$ cat config.mk
export PLATFORM = sky130hd
export DESIGN_NAME = vpc_match
export DESIGN_NICKNAME = d
export VERILOG_FILES = /design/src/hw/rtl/assert_macros.svh /design/src/hw/rtl/vpc_pkg.sv /design/src/hw/rtl/vpc_match.sv
export SDC_FILE = /design/constraint.sdc
export NUM_CORES = 1
export LEC_CHECK = 0
export ABC_CLOCK_PERIOD_IN_PS = 20300
export BUFFER_PORTS_ARGS = -buffer_cell sky130_fd_sc_hd__buf_2
export CORE_AREA = 5 5 175 194
export DETAILED_ROUTE_END_ITERATION = 16
export DIE_AREA = 0 0 180 199
export GPL_TIMING_DRIVEN = 1
export PLACE_DENSITY = 0.48
export SLEW_MARGIN = 10
export SYNTH_ARGS = -nofsm -noshare
export SYNTH_HDL_FRONTEND = slang
export SYNTH_SLANG_ARGS = --single-unit
$ cat constraint.sdc
create_clock -name clock -period 20.3 [get_ports clock]
set_input_delay 1.015 -clock clock [delete_from_list [all_inputs] [get_ports clock]]
set_output_delay 1.015 -clock clock [all_outputs]
set_load 0.02 [all_outputs]
$ cat src/hw/rtl/assert_macros.svh
// ----------------------------------------------------------------------------
// assert_macros: assertion helper macros
// Clocked assertion wrappers for the pixel classifier RTL.
// ----------------------------------------------------------------------------
`ifndef ASSERT_MACROS_SVH
`define ASSERT_MACROS_SVH
`ifndef SYNTHESIS
// Assert a property on the rising clock edge, disabled in reset.
`define ASSERT_CLK(label, clk, rst, prop, msg) \
   label: assert property (@(posedge clk) disable iff (rst) prop) else $error(msg);
// Assert a property on the rising clock edge, also during reset.
`define ASSERT_ALWAYS(label, clk, prop, msg) \
   label: assert property (@(posedge clk) prop) else $error(msg);
`else
`define ASSERT_CLK(label, clk, rst, prop, msg)
`define ASSERT_ALWAYS(label, clk, prop, msg)
`endif
`endif

$ cat src/hw/rtl/vpc_pkg.sv
// ----------------------------------------------------------------------------
// vpc_pkg: shared types and constants
// Opcodes, register indexes, the sequencer state type and color helpers.
// ----------------------------------------------------------------------------
`default_nettype none
package vpc_pkg;
   localparam logic OP_CLASSIFY = 1'b0;
   localparam logic OP_LOAD     = 1'b1;

   localparam int CSR_IDX_W = 3;
   localparam logic [CSR_IDX_W-1:0] REG_COLOR_MODE = 3'd0;
   localparam logic [CSR_IDX_W-1:0] REG_DIST_THR   = 3'd1;
   localparam logic [CSR_IDX_W-1:0] REG_SAMPLE_CNT = 3'd2;
   localparam logic [CSR_IDX_W-1:0] REG_REQ_MATCH  = 3'd3;
   localparam logic [CSR_IDX_W-1:0] REG_UPD_RATE   = 3'd4;
   localparam logic [CSR_IDX_W-1:0] REG_FRM_WIDTH  = 3'd5;
   localparam logic [CSR_IDX_W-1:0] REG_FRM_HEIGHT = 3'd6;

   localparam int PIX_W = 24;
   localparam int CSR_DATA_W = 9;

   typedef enum logic [2:0] {
      ST_IDLE,
      ST_READ,
      ST_COMPARE,
      ST_SELF_WR,
      ST_NBR_WR,
      ST_OUT
   } seq_state_type;

   // Absolute difference of two channel values.
   function automatic logic [7:0] abs_diff(input logic [7:0] a, input logic [7:0] b);
      abs_diff = (a > b) ? (a - b) : (b - a);
   endfunction
endpackage
`default_nettype wire

$ cat src/hw/rtl/vpc_match.sv
// ----------------------------------------------------------------------------
// vpc_match: sample distance test
// Registered test of one stored sample against the incoming color.
// ----------------------------------------------------------------------------
`default_nettype none
module vpc_match (
   input  wire logic                        clock,
   input  wire logic                        color_mode,
   input  wire logic [7:0]                  dist_threshold,
   input  wire logic [vpc_pkg::PIX_W-1:0]   pixel,
   input  wire logic [vpc_pkg::PIX_W-1:0]   sample,
   output logic                             hit_ff
);
   logic [7:0]  dr, dg, db;
   logic [18:0] dist_sq;
   logic [9:0]  t3;
   logic [19:0] t3_sq;
   logic        hit_in;

   // Compare in gray or RGB mode
   always_comb begin
      dr      = vpc_pkg::abs_diff(pixel[23:16], sample[23:16]);
      dg      = vpc_pkg::abs_diff(pixel[15:8], sample[15:8]);
      db      = vpc_pkg::abs_diff(pixel[7:0], sample[7:0]);
      dist_sq = 19'(16'(dr) * 16'(dr)) + 19'(16'(dg) * 16'(dg)) + 19'(16'(db) * 16'(db));
      t3      = 10'(dist_threshold) * 10'd3;
      t3_sq   = 20'(t3) * 20'(t3);
      hit_in  = color_mode ? (20'(dist_sq) < t3_sq) : (dr < dist_threshold);
   end

   always_ff @(posedge clock) begin
      hit_ff <= hit_in;
   end
endmodule
`default_nettype wire

==> reports/qor.csv, run 1 <==
stage;metric;value;unit
outcome;outcome;complete, no violations;
cells_and_area;FILL cells;3385;
yosys;cell accounting for the most synthesized area;fa_1;
detailed_routing;Pre-Repair DR Iteration Count;6;
detailed_routing;DR iter-0 viols;281;
global_routing;initial antenna violation count;1;
yosys;Seq/Total Area, Yosys;0.00182;
setup_path;Critical Setup Path Class;in2reg;
yosys;Mapped Area;0.0110;mm^2
setup_path;WP buf/inv;6;
detailed_routing;Vias;8222;
die;Die Wd;180;um
yosys;EDFF count, synth;0;
cells_and_area;area growth from synthesis to layout;7.47;%
die;Die Y;199;um
detailed_routing;ANT nets after route;0;
cells_and_area;layout cells sized above 1;0.0757;
worst_hold_path;Tightest Hold Check Type;in2reg;
yosys;post-synth cell types;72;
yosys;synth warn;0;
setup_path;CP max stage delay;0.73;ns
placed_design;IO buf count;58;
detailed_routing;DRC violations left;0;
sta;# setup viols final;0;
die;area of the die;0.0358;mm^2
sta;fin. max-slew vios;0;
cells_and_area;footprint of the multi-input gates;0.00958;mm^2
die;Ports;59;
sta;Final min period;10.47;ns
sta;WHS;1.31;ns
cells_and_area;max reg flops;1;
cells_and_area;Register Area;20.0;um^2
sta;Fmax;95.5;MHz
yosys;share of the synthesized area in the top cell type;0.335;
cells_and_area;biggest regs;hit_ff x1;
setup_path;CP delay by family, top;adder cells;
global_routing;vias in the first global route;8636;
die;Core ar.;0.0319;mm^2
sta;Final Hold Fails;0;
yosys;Most used DFF post-synth;dfxtp_1;
sta;unrepaired setup endpoints after global routing;false;
global_routing;first-pass GRT wire length;41300;um
cells_and_area;largest reg by FF count;hit_ff;
sta;Tightest Pin Transition;0.888;ns
placed_design;HPWL after DPL;21500;um
yosys;Net Count, Synth;1743;
yosys;asr flop ratio synth;0;
setup_path;WP data arrival;10.39;ns
global_routing;GRT Resource Usage Total;0.135;
detailed_routing;routed len/inst;13.2;um
clock_network;CTS clk-pin slew, worst paths;0;ns
global_routing;Remaining Overflow, GRT;0;
cells_and_area;nets;1796;
setup_path;Critical Path RT;20.23;ns
clock_network;Post-CTS Setup Repair Bufs;0;
sta;Slew HR;0.404;
setup_path;Critical Path Sink Type;register;
setup_path;cell at the slowest stage of the critical path;xor2_1;
die;Initial Util;0.345;
setup_path;Most common cell on crit path;fa_1;
global_routing;largest net degree at the start of global routing;13;
yosys;Post-Syn Area per Cell;8.47;um^2
sta;setup_tns;0;ns
clock_network;post-cts resize count;0;
clock_network;Hold Buf Count CTS;0;
detailed_routing;vias per inst;4.63;
placed_design;Routability Congestion;0.795;
yosys;Mapped Cells;1297;
run;max cap viols;0;
setup_path;Max Fanout on Critical Path;12;
setup_path;Critical Path Start Type;primary input;
sta;Final Cycle Share;0.516;
yosys;Synth area leaders;fa_1 34%, ha_1 23%, inv_1 12%, nor2_1 4.0%, xnor2_1 2.5%;
detailed_routing;DRT Wirelength;23400;um
die;Rows;69;
yosys;register bit count reported by yosys;1;
final cells by class:
| cell class | count | share of cell area |
|---|---|---|
| timing repair buffer | 67 | 0.0303 |
| inverter | 350 | 0.111 |
| sequential | 1 | 0.00170 |
| antenna | 1 | 0.000212 |
| tap | 426 | 0.0451 |
| multi-input combinational | 930 | 0.811 |
stage by stage:
step,cell area (um^2),instances,utilization,setup WS [ns]
3_3_place_gp,11800,1774,0.371,10.00
4_1_cts,11800,1774,0.371,9.86
5_1_grt,11800,1774,0.371,9.12
3_5_place_dp,11800,1774,0.371,9.88
6_report,11800,1775,0.371,9.83
2_1_floorplan,11000,1297,-,10.97
per-layer routing:
metal | up-vias | share of wire | GRT usage
met5 | - | 0 | 0
met4 | 0 | 0.0042 | 0.00452
met3 | 6 | 0.017 | 0.00439
met2 | 79 | 0.50 | 0.249
met1 | 3959 | 0.48 | 0.188
li1 | 4178 | - | -
cell usage in the layout (no fill, tap or decap), types with 7 or more instances in the layout:
cell / count
and3_1: 8
nand2b_1: 15
a21oi_1: 51
mux2i_1: 15
o21bai_1: 10
a211oi_1: 9
nor3_1: 13
nand3_1: 17
nor2b_1: 9
nand2_1: 65
xor2_1: 22
o21a_1: 8
xnor2_1: 31
nor2_1: 118
buf_2: 58
buf_4: 9
a21o_1: 22
and2_1: 7
ha_1: 204
o21ai_0: 23
inv_1: 348
nand4_1: 8
fa_1: 184
final timing paths:
kind | slack, ns | end | start | depth (start not counted)
max | 9.83 | hit_ff | pixel[16] | 36
min | 1.31 | hit_ff | color_mode | 2
cell families (layout without fill, tap and decap cells):
group | Yosys count | in the layout | synth area share
adder cells (fa/ha/maj) | 388 | 388 | 0.568
AO/OA/AOI/OAI | 174 | 174 | 0.112
XOR/XNOR | 58 | 58 | 0.0497
AND/OR/NAND/NOR | 289 | 289 | 0.123
flip-flops | 1 | 1 | 0.00182
buffers and inverters | 366 | 417 | 0.126
multiplexers | 21 | 21 | 0.0205
other | 0 | 1 | 0
synthesized netlist by cell type (all sizes together), types with 4 or more instances:
master	instances
or2	8
xnor2	33
a31oi	4
nand2b	15
mux2	6
ha	204
clkbuf	10
mux2i	15
a211oi	10
nor4	5
a21oi	53
nor2	120
fa	184
o21bai	10
and3	8
o21a	8
or3	5
inv	349
o21ai	28
a21boi	6
and2	7
buf	6
nor3	14
xor2	25
a21o	22
nand2	65
nand3	17
nand4	9
nor2b	9
o31ai	4
Power of run 1 is not shown: default switching activity piles up to over one toggle a cycle in this logic, so the estimate is an artifact.
==> run 2, diff against run 1 <==
ABC_CLOCK_PERIOD_IN_PS = 9340   (was 20300)
PLACE_DENSITY = 0.5   (was 0.48)
clock period = 9.34 ns   (was 20.3 ns; I/O delays follow)
==> reports/qor.csv, run 2 (synthesized netlist as in run 1, its figures left out) <==
stage;metric;value;unit;change
sta;Slew HR;0.397;;-0.00708
sta;Final Worst Setup Slack;0.0967;ns;-9.74 ns
setup_path;Critical Path Sink Type;register;;
run;max cap viols;0;;unchanged
sta;fin. max-slew vios;0;;unchanged
die;Die Wd;180;um;unchanged
outcome;outcome;complete, no violations;;
sta;Tightest Pin Transition;0.899;ns;+0.0105 ns
worst_hold_path;WHS Endpoint;hit_ff;;
cells_and_area;max reg flops;1;;unchanged
detailed_routing;DR iter-0 viols;361;;+28%
clock_network;CTS clk-pin slew, worst paths;0;ns;unchanged
cells_and_area;final core utilization;0.386;;+0.0155
global_routing;first-pass GRT wire length;41700;um;+0.99%
setup_path;Critical Setup Path Class;in2reg;;
die;Die Y;199;um;unchanged
global_routing;vias in the first global route;8932;;+3.4%
worst_hold_path;min-delay src;color_mode;;
setup_path;cell at the slowest stage of the critical path;fa_1;;
die;Rows;69;;unchanged
die;Core ar.;0.0319;mm^2;unchanged
sta;Final min period;9.24;ns;
sta;Fmax;108;MHz;
placed_design;HPWL after DPL;21900;um;+1.8%
cells_and_area;layout cells sized above 1;0.124;;+0.0480
cells_and_area;area growth from synthesis to layout;12.0;%;
die;Initial Util;0.345;;unchanged
setup_path;CP max stage delay;0.55;ns;-0.18 ns
global_routing;initial antenna violation count;0;;-1
detailed_routing;DRT Wirelength;23800;um;+1.4%
cells_and_area;# diodes;0;;-1
detailed_routing;Pre-Repair DR Iteration Count;5;;-1
detailed_routing;routed len/inst;13.0;um;-1.4%
setup_path;Critical Path RT;9.21;ns;-11.02 ns
setup_path;Most common cell on crit path;fa_1;;
cells_and_area;biggest regs;hit_ff x1;;
placed_design;IO buf count;58;;unchanged
cells_and_area;commonest non-fill, non-tap cells in the layout;348 x inv_1, 203 x ha_1, 183 x fa_1, 116 x nor2_1, 63 x nand2_1;;
die;area of the die;0.0358;mm^2;unchanged
cells_and_area;most common cell after layout, fill and taps aside;inv_1;;
global_routing;Remaining Overflow, GRT;0;;unchanged
setup_path;Max Fanout on Critical Path;8;;-4
die;Ports;59;;unchanged
global_routing;largest net degree at the start of global routing;13;;unchanged
worst_hold_path;Hold Path Depth;2;;unchanged
sta;Final Cycle Share;0.990;;
placed_design;dpl ws;-0.190;ns;-10.07 ns
sta;Final Hold Fails;0;;unchanged
sta;setup_tns;0;ns;unchanged
setup_path;WP data arrival;9.11;ns;-1.28 ns
setup_path;Critical Path Start Type;primary input;;
global_routing;GRT Resource Usage Total;0.136;;+0.000943
detailed_routing;ANT nets after route;0;;unchanged
detailed_routing;DRC violations left;0;;unchanged
worst_hold_path;Tightest Hold Check Type;in2reg;;
cells_and_area;largest reg by FF count;hit_ff;;
detailed_routing;Vias;8468;;+3.0%
clock_network;Hold Buf Count CTS;0;;unchanged
sta;unrepaired setup endpoints after global routing;true;;
cells_and_area;nets;1847;;+2.8%
sta;# setup viols final;0;;unchanged
detailed_routing;vias per inst;4.64;;+0.17%
placed_design;Routability Congestion;0.796;;+0.13%
[run 2: cell count changes in the layout (fill, tap and decap cells not counted), sizes merged]
| cell | delta |
|---|---|
| buf | +51 |
| diode | -1 |
[run 2: critical path: cells and delay by family]
family / cells / cell delay, ns
compound gates: 13 / 2.16
simple gates: 6 / 1.27
buf+inv: 5 / 0.30
xor+xnor: 1 / 0.08
fa+ha+maj: 11 / 4.82
[run 2: metal layers]
metal / part of all wire / routed length [um] / up-vias / global-route usage
li1: - / - / 4272 / -
met1: 0.47 / 11200 / 4107 / 0.186
met2: 0.50 / 11900 / 85 / 0.254
met3: 0.024 / 575 / 4 / 0.00750
met4: 0.0021 / 49 / 0 / 0.00282
met5: 0 / 0 / - / 0
[run 2: how the worst max path moves through the flow]
stage             end  startpoint  slack [ns]
3_5_place_dp   hit_ff    pixel[8]       -0.19
4_1_cts        hit_ff   pixel[16]        0.02
6_report       hit_ff    pixel[8]         0.1
5_1_grt        hit_ff   pixel[16]       -0.36
2_1_floorplan  hit_ff    pixel[0]        0.56
3_3_place_gp   hit_ff    pixel[8]       -0.11
[run 2: final cells by class]
class | instances | area (um^2)
fill | 3326 | 19600
multi-input combinational | 930 | 9690
inverter | 350 | 1310
timing repair buffer | 118 | 744
tap | 426 | 533
sequential | 1 | 20.0
[run 2: timing repair]
action,4_1_cts,5_1_grt
endpoints found under the setup margin,1,1
resized for setup,5,20
buffers inserted,0,2
hold endpoints to repair,0,0
pin swaps,0,10
[run 2: metrics by stage]
stage | hold slack (ns) | instance area (um^2) | instances
6_report | 0.763 | 12300 | 1825
5_1_grt | 0.792 | 12300 | 1825
4_1_cts | 0.791 | 12200 | 1823
3_5_place_dp | 0.791 | 12200 | 1823
3_3_place_gp | 0.769 | 12200 | 1823
2_1_floorplan | 0.627 | 11000 | 1297
Power of run 2 is left out for the same reason.
==> run 3, diff against run 2 <==
CORE_AREA = 2 2 172 191   (was 5 5 175 194)
DIE_AREA = 0 0 174 193   (was 0 0 180 199)
PLACE_DENSITY = 0.59   (was 0.5)
==> reports/qor.csv, run 3 (synthesized netlist as in run 1, its figures left out) <==
stage;metric;value;unit;change
placed_design;HPWL after DPL;20700;um;-5.5%
cells_and_area;nets;1860;;+0.70%
setup_path;Critical Path Sink Type;register;;
die;Die Wd;174;um;-3.3%
die;Rows;69;;unchanged
global_routing;Remaining Overflow, GRT;0;;unchanged
detailed_routing;vias per inst;4.71;;+1.5%
placed_design;IO buf count;58;;unchanged
setup_path;WP data arrival;8.88;ns;-0.23 ns
run;max cap viols;0;;unchanged
cells_and_area;most common cell after layout, fill and taps aside;inv_1;;
cells_and_area;biggest regs;hit_ff x1;;
setup_path;Max Fanout on Critical Path;7;;-1
global_routing;largest net degree at the start of global routing;13;;unchanged
setup_path;Critical Setup Path Class;in2reg;;
cells_and_area;final core utilization;0.401;;+0.0153
placed_design;placed inst area;0.0121;mm^2;-0.93%
sta;Tightest Pin Transition;0.981;ns;+0.0825 ns
cells_and_area;area growth from synthesis to layout;16.1;%;
sta;Final Cycle Share;0.965;;-0.0250
sta;WHS;0.793;ns;+0.0297 ns
global_routing;vias in the first global route;8728;;-2.3%
cells_and_area;Post-Layout Cell Count;1838;;+0.71%
detailed_routing;DRC violations left;0;;unchanged
sta;# setup viols final;0;;unchanged
detailed_routing;Pre-Repair DR Iteration Count;4;;-1
cells_and_area;max reg flops;1;;unchanged
setup_path;cell at the slowest stage of the critical path;fa_2;;
global_routing;initial antenna violation count;1;;+1
detailed_routing;routed len/inst;12.9;um;-1.2%
setup_path;Most common cell on crit path;fa_1;;
detailed_routing;ANT nets after route;0;;unchanged
cells_and_area;largest reg by FF count;hit_ff;;
clock_network;Hold Buf Count CTS;0;;unchanged
worst_hold_path;Tightest Hold Check Type;in2reg;;
sta;fin. max-slew vios;0;;unchanged
sta;Fmax;111;MHz;+2.6%
die;Die Y;193;um;-3.0%
die;area of the die;0.0336;mm^2;-6.2%
placed_design;Routability Congestion;0.826;;+3.7%
sta;Final Hold Fails;0;;unchanged
sta;Slew HR;0.341;;-0.0554
cells_and_area;commonest non-fill, non-tap cells in the layout;336 x inv_1, 192 x ha_1, 179 x fa_1, 110 x nor2_1, 69 x buf_4;;
cells_and_area;fin area;0.0128;mm^2;+3.7%
detailed_routing;DRT Wirelength;23600;um;-0.46%
setup_path;Critical Path RT;9.21;ns;about the same
placed_design;Placed Cells;1808;;-0.82%
global_routing;GRT Resource Usage Total;0.142;;+0.00588
detailed_routing;DR iter-0 viols;298;;-17%
die;Initial Util;0.346;;+0.000937
sta;unrepaired setup endpoints after global routing;true;;
detailed_routing;Vias;8658;;+2.2%
global_routing;first-pass GRT wire length;40300;um;-3.3%
cells_and_area;# diodes;0;;unchanged
sta;Final min period;9.01;ns;-0.234 ns
outcome;outcome;complete, no violations;;
cells_and_area;layout cells sized above 1;0.170;;+0.0463
setup_path;Critical Path Start Type;primary input;;
die;Core ar.;0.0318;mm^2;-0.27%
clock_network;CTS clk-pin slew, worst paths;0;ns;unchanged
die;Ports;59;;unchanged
setup_path;CP max stage delay;0.54;ns;about the same
-- run 3: changes by cell type in the layout (fill, tap and decap cells not counted), sizes merged --
cell,delta
buf,+13
-- run 3: critical path, delay by kind of cell --
family                     cells  cell delay (ns)
adders and majority gates     11             4.39
buffers and inverters         10             0.63
xor gates and xnor gates       2             0.23
and+or+nand+nor                4             0.51
muxes                          1             0.32
AOI/OAI and AO/OA             13             2.29
-- run 3: layout make-up --
cell class	instances	area, um^2
fillers	3236	19000
inverters	350	1320
multi-input cells	930	10000
flip-flops and latches	1	20.0
well taps	426	533
repair buffers	131	870
-- run 3: metal layers --
layer  part of all wire  vias up  wire length, um  GRT usage
met5            0.00055        -               13          0
met4             0.0049        2              117    0.00743
met3              0.016        8              386    0.00314
met2               0.53       75            12600      0.276
met1               0.45     4277            10500      0.186
li1                   -     4296                -          -
-- run 3: through the flow --
step / TNS [ns] / setup WS, ns
after global routing: -0.0823 / -0.0823
final: 0 / 0.330
after CTS: 0 / 0.0198
after floorplan: 0 / 0.562
after global placement: 0 / 0.0517
after detailed placement: -0.0704 / -0.0704
-- run 3: path summary, 6_finish.rpt --
check	slack, ns	from	to	cells after the start
max	0.33	pixel[16]	hit_ff	41
min	0.79	color_mode	hit_ff	2
-- run 3: what timing repair did --
action | in CTS | in global routing
buffers inserted | 1 | 29
pin swaps | 1 | 84
hold endpoints to repair | 0 | 0
endpoints found under the setup margin | 1 | 1
resized for setup | 2 | 103
Power of run 3 is left out for the same reason.
